==> src/rtl/core/htfd_pkg.sv <==
`timescale 1ns / 1ps
// ----------------------------------------------------------------------------
// htfd_pkg
// Shared types, constants and the CRC-8 byte update of the frame decoder.
// ----------------------------------------------------------------------------
package htfd_pkg;

  localparam int unsigned QueueDepthDef = 4;

  localparam logic [7:0] CrcPoly = 8'h31;
  localparam logic [7:0] CrcInit = 8'hFF;

  localparam logic [14:0] TempScale  = 15'd17500;
  localparam logic [14:0] HumScale   = 15'd12500;
  localparam logic [14:0] TempOffset = 15'h7FFF - 15'd4499;
  localparam logic [14:0] HumOffset  = 15'h7FFF - 15'd599;
  localparam logic [30:0] RoundHalf  = 31'd32767;

  localparam int unsigned ProdWidth = 31;

  typedef struct packed {
    logic [15:0] word;
    logic        is_hum;
    logic        pass;
  } htfd_entry_t;

  function automatic logic [7:0] crc_byte(input logic [7:0] crc, input logic [7:0] b);
    logic [7:0] c;
    c = crc ^ b;
    for (int i = 0; i < 8; i++) begin
      if (c[7]) begin
        c = {c[6:0], 1'b0} ^ CrcPoly;
      end else begin
        c = {c[6:0], 1'b0};
      end
    end
    return c;
  endfunction

endpackage

==> src/rtl/core/htfd_front.sv <==
`timescale 1ns / 1ps
// ----------------------------------------------------------------------------
// htfd_front
// Tracks the byte position, runs the CRC and queues one request per word.
// ----------------------------------------------------------------------------
module htfd_front (
  input  logic                 clk_i,
  input  logic                 rst_ni,
  input  logic                 in_valid_i,
  output logic                 in_ready_o,
  input  logic [7:0]           rx_byte_i,
  input  logic                 frame_start_i,
  input  logic                 q_full_i,
  output logic                 push_o,
  output htfd_pkg::htfd_entry_t push_data_o
);
  import htfd_pkg::*;

  localparam logic [2:0] PosTempHi  = 3'd0;
  localparam logic [2:0] PosTempLo  = 3'd1;
  localparam logic [2:0] PosTempCrc = 3'd2;
  localparam logic [2:0] PosHumHi   = 3'd3;
  localparam logic [2:0] PosHumLo   = 3'd4;
  localparam logic [2:0] PosHumCrc  = 3'd5;

  logic [2:0]  pos_q;
  logic [2:0]  pos;
  logic [7:0]  crc_q;
  logic [7:0]  hi_q;
  logic [15:0] word_q;
  logic        accept;

  assign in_ready_o = !q_full_i;
  assign accept     = in_valid_i && in_ready_o;

  always_comb begin
    pos = frame_start_i ? PosTempHi : pos_q;
    if (pos > PosHumCrc) begin
      pos = PosTempHi;
    end
  end

  assign push_o             = accept && (pos == PosTempCrc || pos == PosHumCrc);
  assign push_data_o.word   = word_q;
  assign push_data_o.is_hum = (pos == PosHumCrc);
  assign push_data_o.pass   = (crc_q == rx_byte_i);

  always_ff @(posedge clk_i or negedge rst_ni) begin
    if (!rst_ni) begin
      pos_q  <= PosTempHi;
      crc_q  <= CrcInit;
      hi_q   <= '0;
      word_q <= '0;
    end else if (accept) begin
      case (pos)
        PosTempHi, PosHumHi: begin
          crc_q <= crc_byte(CrcInit, rx_byte_i);
          hi_q  <= rx_byte_i;
          pos_q <= pos + 3'd1;
        end
        PosTempLo, PosHumLo: begin
          crc_q  <= crc_byte(crc_q, rx_byte_i);
          word_q <= {hi_q, rx_byte_i};
          pos_q  <= pos + 3'd1;
        end
        PosTempCrc: begin
          pos_q <= PosHumHi;
        end
        default: begin
          pos_q <= PosTempHi;
        end
      endcase
    end
  end

endmodule

==> src/rtl/core/htfd_fifo.sv <==
`timescale 1ns / 1ps
// ----------------------------------------------------------------------------
// htfd_fifo
// Short request queue between the byte front end and the conversion back end.
// ----------------------------------------------------------------------------
module htfd_fifo #(
  parameter int unsigned Depth = htfd_pkg::QueueDepthDef
) (
  input  logic                  clk_i,
  input  logic                  rst_ni,
  input  logic                  push_i,
  input  htfd_pkg::htfd_entry_t push_data_i,
  output logic                  full_o,
  input  logic                  pop_i,
  output logic                  valid_o,
  output htfd_pkg::htfd_entry_t pop_data_o
);
  import htfd_pkg::*;

  localparam int unsigned PtrW = (Depth > 1) ? $clog2(Depth) : 1;
  localparam int unsigned CntW = $clog2(Depth + 1);
  localparam logic [PtrW-1:0] LastPtr = PtrW'(Depth - 1);
  localparam logic [CntW-1:0] FullCnt = CntW'(Depth);

  htfd_entry_t         mem_q [Depth];
  logic [PtrW-1:0]     wr_ptr_q;
  logic [PtrW-1:0]     rd_ptr_q;
  logic [CntW-1:0]     count_q;
  logic                do_push;
  logic                do_pop;

  assign full_o     = (count_q == FullCnt);
  assign valid_o    = (count_q != '0);
  assign pop_data_o = mem_q[rd_ptr_q];
  assign do_push    = push_i && !full_o;
  assign do_pop     = pop_i && valid_o;

  always_ff @(posedge clk_i) begin
    if (do_push) begin
      mem_q[wr_ptr_q] <= push_data_i;
    end
  end

  always_ff @(posedge clk_i or negedge rst_ni) begin
    if (!rst_ni) begin
      wr_ptr_q <= '0;
      rd_ptr_q <= '0;
      count_q  <= '0;
    end else begin
      if (do_push) begin
        wr_ptr_q <= (wr_ptr_q == LastPtr) ? '0 : wr_ptr_q + PtrW'(1);
      end
      if (do_pop) begin
        rd_ptr_q <= (rd_ptr_q == LastPtr) ? '0 : rd_ptr_q + PtrW'(1);
      end
      if (do_push && !do_pop) begin
        count_q <= count_q + CntW'(1);
      end else if (do_pop && !do_push) begin
        count_q <= count_q - CntW'(1);
      end
    end
  end

`ifndef SYNTHESIS
  a_count_bound: assert property (@(posedge clk_i) disable iff (!rst_ni)
    count_q <= FullCnt)
    else $error("Queue count exceeds its depth.");

  a_no_overflow: assert property (@(posedge clk_i) disable iff (!rst_ni)
    full_o |-> !push_i)
    else $error("Request pushed into a full queue.");
`endif

endmodule

==> src/rtl/core/htfd_back.sv <==
`timescale 1ns / 1ps
// ----------------------------------------------------------------------------
// htfd_back
// Scales checked words to fixed point, holds the values and forms the result.
// ----------------------------------------------------------------------------
module htfd_back (
  input  logic                  clk_i,
  input  logic                  rst_ni,
  input  logic                  q_valid_i,
  input  htfd_pkg::htfd_entry_t q_data_i,
  output logic                  pop_o,
  output logic                  out_valid_o,
  input  logic                  out_ready_i,
  output logic signed [14:0]    temperature_centi_o,
  output logic signed [14:0]    humidity_centi_o,
  output logic                  temperature_ok_o,
  output logic                  humidity_ok_o
);
  import htfd_pkg::*;

  logic                 en;
  logic                 s1_valid_q;
  logic                 s1_hum_q;
  logic                 s1_pass_q;
  logic [ProdWidth-1:0] s1_prod_q;
  logic [ProdWidth-1:0] prod_d;
  logic [ProdWidth-1:0] m;
  logic [ProdWidth-1:0] t;
  logic [14:0]          q;
  logic [14:0]          value;
  logic [14:0]          held_temp_q;
  logic [14:0]          held_hum_q;
  logic                 temp_ok_q;
  logic                 out_valid_q;
  logic                 load_out;

  assign en    = !out_valid_q || out_ready_i;
  assign pop_o = en && q_valid_i;

  assign prod_d = ProdWidth'(q_data_i.word * (q_data_i.is_hum ? HumScale : TempScale));

  // The quotient by 65535 stays below 2^16, so a shift with one add is exact.
  assign m     = s1_prod_q + RoundHalf;
  assign t     = m + ProdWidth'(m[ProdWidth-1:16]) + ProdWidth'(1);
  assign q     = t[30:16];
  assign value = (s1_hum_q ? HumOffset : TempOffset) + q;

  assign load_out = en && s1_valid_q && s1_hum_q;

  always_ff @(posedge clk_i) begin
    if (pop_o) begin
      s1_prod_q <= prod_d;
      s1_hum_q  <= q_data_i.is_hum;
      s1_pass_q <= q_data_i.pass;
    end
    if (load_out) begin
      temperature_centi_o <= held_temp_q;
      humidity_centi_o    <= s1_pass_q ? value : held_hum_q;
      temperature_ok_o    <= temp_ok_q;
      humidity_ok_o       <= s1_pass_q;
    end
  end

  always_ff @(posedge clk_i or negedge rst_ni) begin
    if (!rst_ni) begin
      s1_valid_q  <= 1'b0;
      held_temp_q <= '0;
      held_hum_q  <= '0;
      temp_ok_q   <= 1'b0;
      out_valid_q <= 1'b0;
    end else if (en) begin
      s1_valid_q  <= q_valid_i;
      out_valid_q <= load_out;
      if (s1_valid_q && s1_pass_q) begin
        if (s1_hum_q) begin
          held_hum_q <= value;
        end else begin
          held_temp_q <= value;
        end
      end
      if (s1_valid_q && !s1_hum_q) begin
        temp_ok_q <= s1_pass_q;
      end
    end
  end

  assign out_valid_o = out_valid_q;

`ifndef SYNTHESIS
  a_result_from_hum: assert property (@(posedge clk_i) disable iff (!rst_ni)
    (out_valid_q && !$past(out_valid_q)) |-> $past(s1_valid_q && s1_hum_q))
    else $error("Result raised without a humidity request.");

  a_stall_holds_stage: assert property (@(posedge clk_i) disable iff (!rst_ni)
    (out_valid_q && !out_ready_i) |=> $stable(s1_valid_q) && $stable(held_temp_q))
    else $error("Conversion stage moved while the result was stalled.");
`endif

endmodule

==> src/rtl/core/humidity_temp_frame_decoder.sv <==
`timescale 1ns / 1ps
// ----------------------------------------------------------------------------
// humidity_temp_frame_decoder
// Decodes the six-byte temperature and humidity response into fixed point.
// ----------------------------------------------------------------------------
// The input channel takes one response byte per request with a start flag
// that marks the first byte of a frame. The output channel carries one
// request per complete frame with both held values and both check flags.
// Bytes are accepted at one per cycle unless the queue is full. The front
// end checks the CRC of each word and queues one request per word; the back
// end multiplies the word by its scale into a product register, then
// rescales and rounds it into the held values and output registers.
// When the receiver stalls, the back end holds and the queue of QueueDepth
// requests fills; input ready drops only once the queue is full.
// Reset clears the byte position, the held values and all pending requests.
// ----------------------------------------------------------------------------
module humidity_temp_frame_decoder #(
  parameter int unsigned QueueDepth = htfd_pkg::QueueDepthDef
) (
  input  logic               clk_i,
  input  logic               rst_ni,
  input  logic               in_valid_i,
  output logic               in_ready_o,
  input  logic [7:0]         rx_byte_i,
  input  logic               frame_start_i,
  output logic               out_valid_o,
  input  logic               out_ready_i,
  output logic signed [14:0] temperature_centi_o,
  output logic signed [14:0] humidity_centi_o,
  output logic               temperature_ok_o,
  output logic               humidity_ok_o
);
  import htfd_pkg::*;

  logic        push;
  htfd_entry_t push_data;
  logic        q_full;
  logic        pop;
  logic        q_valid;
  htfd_entry_t q_data;

  htfd_front u_front (
    .clk_i         (clk_i),
    .rst_ni        (rst_ni),
    .in_valid_i    (in_valid_i),
    .in_ready_o    (in_ready_o),
    .rx_byte_i     (rx_byte_i),
    .frame_start_i (frame_start_i),
    .q_full_i      (q_full),
    .push_o        (push),
    .push_data_o   (push_data)
  );

  htfd_fifo #(
    .Depth (QueueDepth)
  ) u_fifo (
    .clk_i       (clk_i),
    .rst_ni      (rst_ni),
    .push_i      (push),
    .push_data_i (push_data),
    .full_o      (q_full),
    .pop_i       (pop),
    .valid_o     (q_valid),
    .pop_data_o  (q_data)
  );

  htfd_back u_back (
    .clk_i               (clk_i),
    .rst_ni              (rst_ni),
    .q_valid_i           (q_valid),
    .q_data_i            (q_data),
    .pop_o               (pop),
    .out_valid_o         (out_valid_o),
    .out_ready_i         (out_ready_i),
    .temperature_centi_o (temperature_centi_o),
    .humidity_centi_o    (humidity_centi_o),
    .temperature_ok_o    (temperature_ok_o),
    .humidity_ok_o       (humidity_ok_o)
  );

endmodule

==> config.mk <==
export PLATFORM = sky130hd
export DESIGN_NAME = humidity_temp_frame_decoder
export DESIGN_NICKNAME = d
export VERILOG_FILES = /design/src/rtl/core/htfd_pkg.sv /design/src/rtl/core/htfd_front.sv /design/src/rtl/core/htfd_fifo.sv /design/src/rtl/core/htfd_back.sv /design/src/rtl/core/humidity_temp_frame_decoder.sv
export SDC_FILE = /design/constraint.sdc
export NUM_CORES = 1
export LEC_CHECK = 0
export BUFFER_PORTS_ARGS = -buffer_cell sky130_fd_sc_hd__buf_2
export CELL_PAD_IN_SITES_DETAIL_PLACEMENT = 0
export CELL_PAD_IN_SITES_GLOBAL_PLACEMENT = 1
export CORE_MARGIN = 1
export CORE_UTILIZATION = 52
export DETAILED_ROUTE_END_ITERATION = 7
export PLACE_DENSITY_LB_ADDON = 0.1
export SYNTH_ARGS = -nofsm -noshare
export SYNTH_HDL_FRONTEND = slang
export SYNTH_SLANG_ARGS = --single-unit
==> constraint.sdc <==
create_clock -name clk_i -period 8.45 [get_ports clk_i]
set_input_delay 2.535 -clock clk_i [delete_from_list [all_inputs] [get_ports clk_i]]
set_output_delay 2.535 -clock clk_i [all_outputs]
set_load 0.01 [all_outputs]
---- After elaboration in Yosys (flattened, before gate mapping) ----
Memory sizes are Yosys's and may differ from the RTL's.
Cells that the tools add are included.
cells by class
  add/sub/neg operators ................... 9
  $mul .................................... 1
  divide/modulo/power cells ............... 0
  magnitude comparators ................... 1
  equality and inequality tests ........... 9
  shifts and indexed selects .............. 0
  muxes and demuxes ....................... 57
  bitwise logic cells ..................... 19
  reductions and logical operators ........ 31
operators by type and width
  operator                                                               count
  8-bit two-way mux                                                      28
  6-bit two-way mux                                                      16
  3-bit NOT                                                              16
  31-bit by 1-bit adder with 31-bit output, second input constant        1
  31-bit by 15-bit adder with 31-bit output                              1
  31-bit by 15-bit adder with 31-bit output, second input constant       1
  16-bit by 31-bit multiplier with 31-bit output                         1
  15-bit two-way mux                                                     2
  8-bit case mux with 2 select lines                                     1
  15-bit adder                                                           1
  13-bit two-way mux                                                     1
  3-bit two-way mux                                                      4
  1-bit logical AND                                                      11
  3-bit equality test, second input constant                             3
  8-bit equality test                                                    1
  8-bit NOT                                                              1
  2-bit AND reduction                                                    4
  8-bit XOR                                                              1
  3-bit by 1-bit adder with 3-bit output, second input constant          2
  3-bit by 2-bit equality test with 1-bit output, second input constant  2
  3-bit case mux with 2 select lines                                     1
  3-bit AND reduction                                                    2
  1-bit logical NOT                                                      5
  2-bit by 1-bit adder with 2-bit output, second input constant          2
  other kinds (13)                                                       19
storage, ports and cells
  flip-flop bits (word level) ............. 140
  bits in latches ......................... 0
  RAM bits ................................ 72
  ROM bits ................................ 0
  output and inout port bits .............. 34
  word-level logic and storage cells ...... 147
  memories ................................ 1
memory list
  memory        depth  width  read ports  clocked after memory_dff  write ports  line             source
  u_fifo.mem_q  4      18     1           0                         1            htfd_fifo.sv:25  htfd_entry_t mem_q [Depth];

---- Logic depth before layout (Yosys ltp) ----
  depth in word-level cells ............... 34
  mapped depth ............................ 27

---- Cells and area by module ----
A second synthesis with hierarchy kept.
second synthesis, totals
  cell total of the unflattened synthesis .. 1263
  area, all modules ....................... 15127.0 sq um
by module, submodules not included
  module      instances  cells each  area each (sq um)  sequential area each (sq um)
  htfd_back   1          942         9903.2             2717.6
  htfd_fifo   1          131         3071.7             2337.2
  htfd_front  1          190         2152.1             885.8

---- Least setup slack after synthesis ----
No wires, ideal clock.
  path kind ............................... reg2reg
  start ................................... register u_fifo.rd_ptr_q[0]
  end ..................................... register u_back.s1_prod_q[27], data pin
  setup time .............................. 195 ps
  arrival ................................. 7164 ps
  data required time ...................... 8255 ps
  path slack .............................. 1091 ps
  stages on the path, launching flop included .. 22
  buffers on the path ..................... 2
  period minus slack after synthesis ...... 7359 ps
  cells stage by stage .................... dfrtp_1 buf_1 clkbuf_1 mux4_2 inv_1 nor2_1 or2_2 ha_1 fa_1 inv_1 fa_1 fa_1 inv_1 fa_1 ha_1 ha_1 or4_1 nor2_1 o21ai_0 a2111oi_0 nor2_1 o311ai_0
on the way
  cells in the longest elaborated chain, start to end .. 3
ends and longest elaborated chain
  item                                              line             source
  start, declared                                   htfd_fifo.sv:27  logic [PtrW-1:0] rd_ptr_q;
  start signal, assigned                            htfd_fifo.sv:54  rd_ptr_q <= (rd_ptr_q == LastPtr) ? '0 : rd_ptr_q + PtrW'(1);
  memory 4 x 18 bit *                               n/a
  15-bit two-way mux                                htfd_back.sv:40  assign prod_d = ProdWidth'(q_data_i.word * (q_data_i.is_hum ? HumScale : TempScale));
  16-bit by 31-bit multiplier with 31-bit output *  htfd_back.sv:40
  named net u_back.prod_d[27]                       htfd_back.sv:26  logic [ProdWidth-1:0] prod_d;
  end signal, assigned                              htfd_back.sv:52  s1_prod_q <= prod_d;
  end, declared                                     htfd_back.sv:25  logic [ProdWidth-1:0] s1_prod_q;
The timed path passes the listed nets; every way through them passes the cells marked *.
A chain may end at the register's enable or synchronous reset.

---- Final worst setup path ----
Ends and elaborated chain as after synthesis.

==> impl_metrics.json <==
{
  "status": "complete, no violations",
  "path_class": "reg2reg",
  "holdBufCountCts": 0,
  "rows": 62,
  "finalWeightedCongestion": 0.861,
  "syn_area_mm2": 0.0152,
  "io_pins": 47,
  "cp.arrival_ns": 7.57,
  "yosysUniqueCellTypes": 76,
  "synth_edf_count": 135,
  "worstPathMaxFanout": 33,
  "synth_fp_nets": 1624,
  "antennaDiodeCount": 0,
  "required_ns": 8.76,
  "initialDrtViolationCount": 456,
  "die_w_um": 173,
  "cts_made_buffers": 23,
  "busiest_layer": "met2",
  "antenna_found_initial": 0,
  "grt_pass1_wl_mm": 50.8,
  "async_flop_share_pct": 35.7,
  "hold_class": "reg2reg",
  "ys.warnings.count": 0,
  "tightest_slew_ns": 1.04,
  "core_mm2": 0.0288,
  "max-cap-violations": 0,
  "via_per_inst": 5.39,
  "path_clk_slew_ns": 0.07,
  "hold_viol_final": 0,
  "postCtsSetupBuffers": 0,
  "slew_viol_final": 0,
  "cts_tree": "built",
  "critPathLaunchType": "register",
  "place.port_buffers": 46,
  "use_met2_pct": 36.4,
  "grt.total_usage_pct": 21.1,
  "remaining_drc_errors": 0,
  "insertion_delay_ns": 0.54,
  "rsz0062_at_grt": "no",
  "ant_nets": 0,
  "die_area_mm2": 0.0300,
  "wire_per_inst_um": 17.0,
  "cts_sinks": 210,
  "grtUsageMet3_pct": 2.06,
  "grt_util_met1_pct": 29.0,
  "post-route-min-period_ns": 7.26,
  "finalSetupTns_ns": 0,
  "chipHeight_um": 173,
  "relSlewSlack_pct": 29.9,
  "setup_viol": 0,
  "syn_to_final_growth_pct": 9.26,
  "dr.pass1.iters": 5,
  "nets": 1665,
  "skew_ns": 0.0353,
  "max_clock_freq_mhz": 138,
  "vias": 9673,
  "root_buffer": "clkbuf_16",
  "synth_cells": 1352,
  "grt_pass1_vias": 9886,
  "synth.avg_cell_area_um2": 11.3,
  "gr-total-overflow": 0,
  "drive_above_1_share_pct": 14.2,
  "wl_mm": 30.6,
  "htree_levels": 1,
  "utilization_pct": 57.9,
  "initial_core_util_pct": 53.0,
  "period_share_pct": 85.9,
  "yosys_most_used_dff": "edfxtp_1",
  "end_kind": "register",
  "ys_ff_latch": 210,
  "cts_resized": 0,
  "dp_hpwl_mm": 24.0,
  "yosysSeqAreaShare_pct": 39.0,
  "grt_max_degree": 69,
  "cts.path.max_buffers": 3
}
-- kinds of logic (layout without fill, tap and decap cells) --
| kind of cell | after synthesis | count (layout) | share of synthesized area (%) |
|---|---|---|---|
| simple gates | 326 | 326 | 11.2 |
| fa+ha+maj | 259 | 259 | 25.0 |
| buf+inv | 219 | 277 | 5.75 |
| flops | 210 | 210 | 39.0 |
| compound gates | 182 | 182 | 7.83 |
| xor+xnor | 94 | 94 | 5.45 |
| mux | 60 | 60 | 5.74 |
| other cells | 2 | 2 | 0.0493 |
-- state kept, by name, indices dropped and copies added (netlist names) --
name and flops:
u_front.crc_q 8, u_front.pos_q 3, u_back.humidity_centi_o 15, u_back.s1_hum_q 1, u_back.s1_prod_q 29, u_back.humidity_ok_o 1, u_back.s1_pass_q 1, u_back.temperature_ok_o 1
u_front.hi_q 8, u_back.s1_valid_q 1, u_front.word_q 16, u_back.out_valid_o 1, u_fifo.mem_q 72, u_fifo.count_q 3, u_back.held_hum_q 15, u_back.temp_ok_q 1
u_back.held_temp_q 15, u_fifo.wr_ptr_q 2, u_fifo.rd_ptr_q 2, u_back.temperature_centi_o 15
-- cell type report --
| cell class | count | area [µm²] |
|---|---|---|
| clock inverter | 15 | 209 |
| multi-input combinational | 923 | 8430 |
| fill | 2446 | 12100 |
| timing repair buffer | 58 | 323 |
| clock buffer | 27 | 611 |
| inverter | 177 | 664 |
| sequential | 210 | 5940 |
| tap | 384 | 480 |
-- cell usage in the layout, fill, tap and decap left out, types with 39 or more instances in the layout --
cell type | netlist | layout
buf_2 | 2 | 45
dfrtp_1 | 67 | 67
edfxtp_1 | 135 | 135
fa_1 | 77 | 77
ha_1 | 182 | 182
inv_1 | 176 | 176
mux2_2 | 39 | 39
nand2_1 | 86 | 86
nor2_1 | 67 | 66
o21ai_0 | 51 | 51
xnor2_1 | 60 | 60
-- synth_stat cells, types with 18 or more instances --
library cell / number / share of area [%]
a21oi_1: 36 / 1.2
and2_1: 22 / 0.90
clkbuf_1: 31 / 0.76
dfrtp_1: 67 / 11
edfxtp_1: 135 / 27
fa_1: 77 / 10
ha_1: 182 / 15
inv_1: 176 / 4.3
mux2_2: 39 / 2.9
mux4_2: 18 / 2.7
nand2_1: 86 / 2.1
nand3_1: 26 / 0.85
nor2_1: 67 / 1.6
nor3_1: 27 / 0.89
o21ai_0: 51 / 1.7
or2_2: 18 / 0.74
xnor2_1: 60 / 3.4
xor2_1: 33 / 1.9
-- worst paths after layout --
path | startpoint | to | slack (ns) | cells after the start
max in group asynchronous | rst_ni | u_front.hi_q[6] | 5.51 | 2
min in group asynchronous | rst_ni | u_back.held_temp_q[4] | 1.83 | 1
min reg2reg | u_back.held_temp_q[12] | u_back.temperature_centi_o[12] | 0.45 | 0
max reg2reg | u_fifo.rd_ptr_q[0] | u_back.s1_prod_q[27] | 1.19 | 26
min | u_back.held_temp_q[12] | u_back.temperature_centi_o[12] | 0.45 | 0
max | u_fifo.rd_ptr_q[0] | u_back.s1_prod_q[27] | 1.19 | 26
-- layer usage --
| metal | wire length, µm | part of all wire, % |
|---|---|---|
| met5 | 0 | 0 |
| met4 | 535 | 1.8 |
| met3 | 771 | 2.5 |
| met2 | 14900 | 49 |
| met1 | 14400 | 47 |
-- worst max-delay path, cell delays in order (launching register included) --
cell and delay [ns]:
dfrtp_1 0.59, mux4_2 0.84, nand2b_1 0.30, inv_1 0.09
ha_1 0.13, inv_1 0.05, fa_1 0.52, inv_1 0.04
ha_1 0.28, ha_1 0.28, inv_1 0.05, fa_1 0.53
inv_1 0.04, ha_1 0.29, ha_1 0.23, fa_1 0.40
a21o_1 0.19, a21oi_1 0.22, o21bai_1 0.09, a21oi_1 0.23
o21bai_1 0.09, a21oi_1 0.29, o21ai_0 0.16, a2111oi_0 0.49
buf_4 0.21, nor2_1 0.06, o311ai_0 0.32
-- metrics by stage --
| step | cell area, µm² | setup slack [ns] | hold WS, ns | cells |
|---|---|---|---|---|
| 5_1_grt | 16700 | 0.608 | 0.462 | 1794 |
| 6_report | 16700 | 1.19 | 0.448 | 1794 |
| 2_1_floorplan | 15200 | 1.09 | 0.419 | 1352 |
| 3_3_place_gp | 15800 | 1.28 | 0.431 | 1752 |
| 3_5_place_dp | 15800 | 1.20 | 0.433 | 1752 |
| 4_1_cts | 16700 | 1.11 | 0.447 | 1794 |
Power is left out: the tool's default activity adds up to more than one toggle a clock period on the data nets, which glitch-free logic cannot reach.
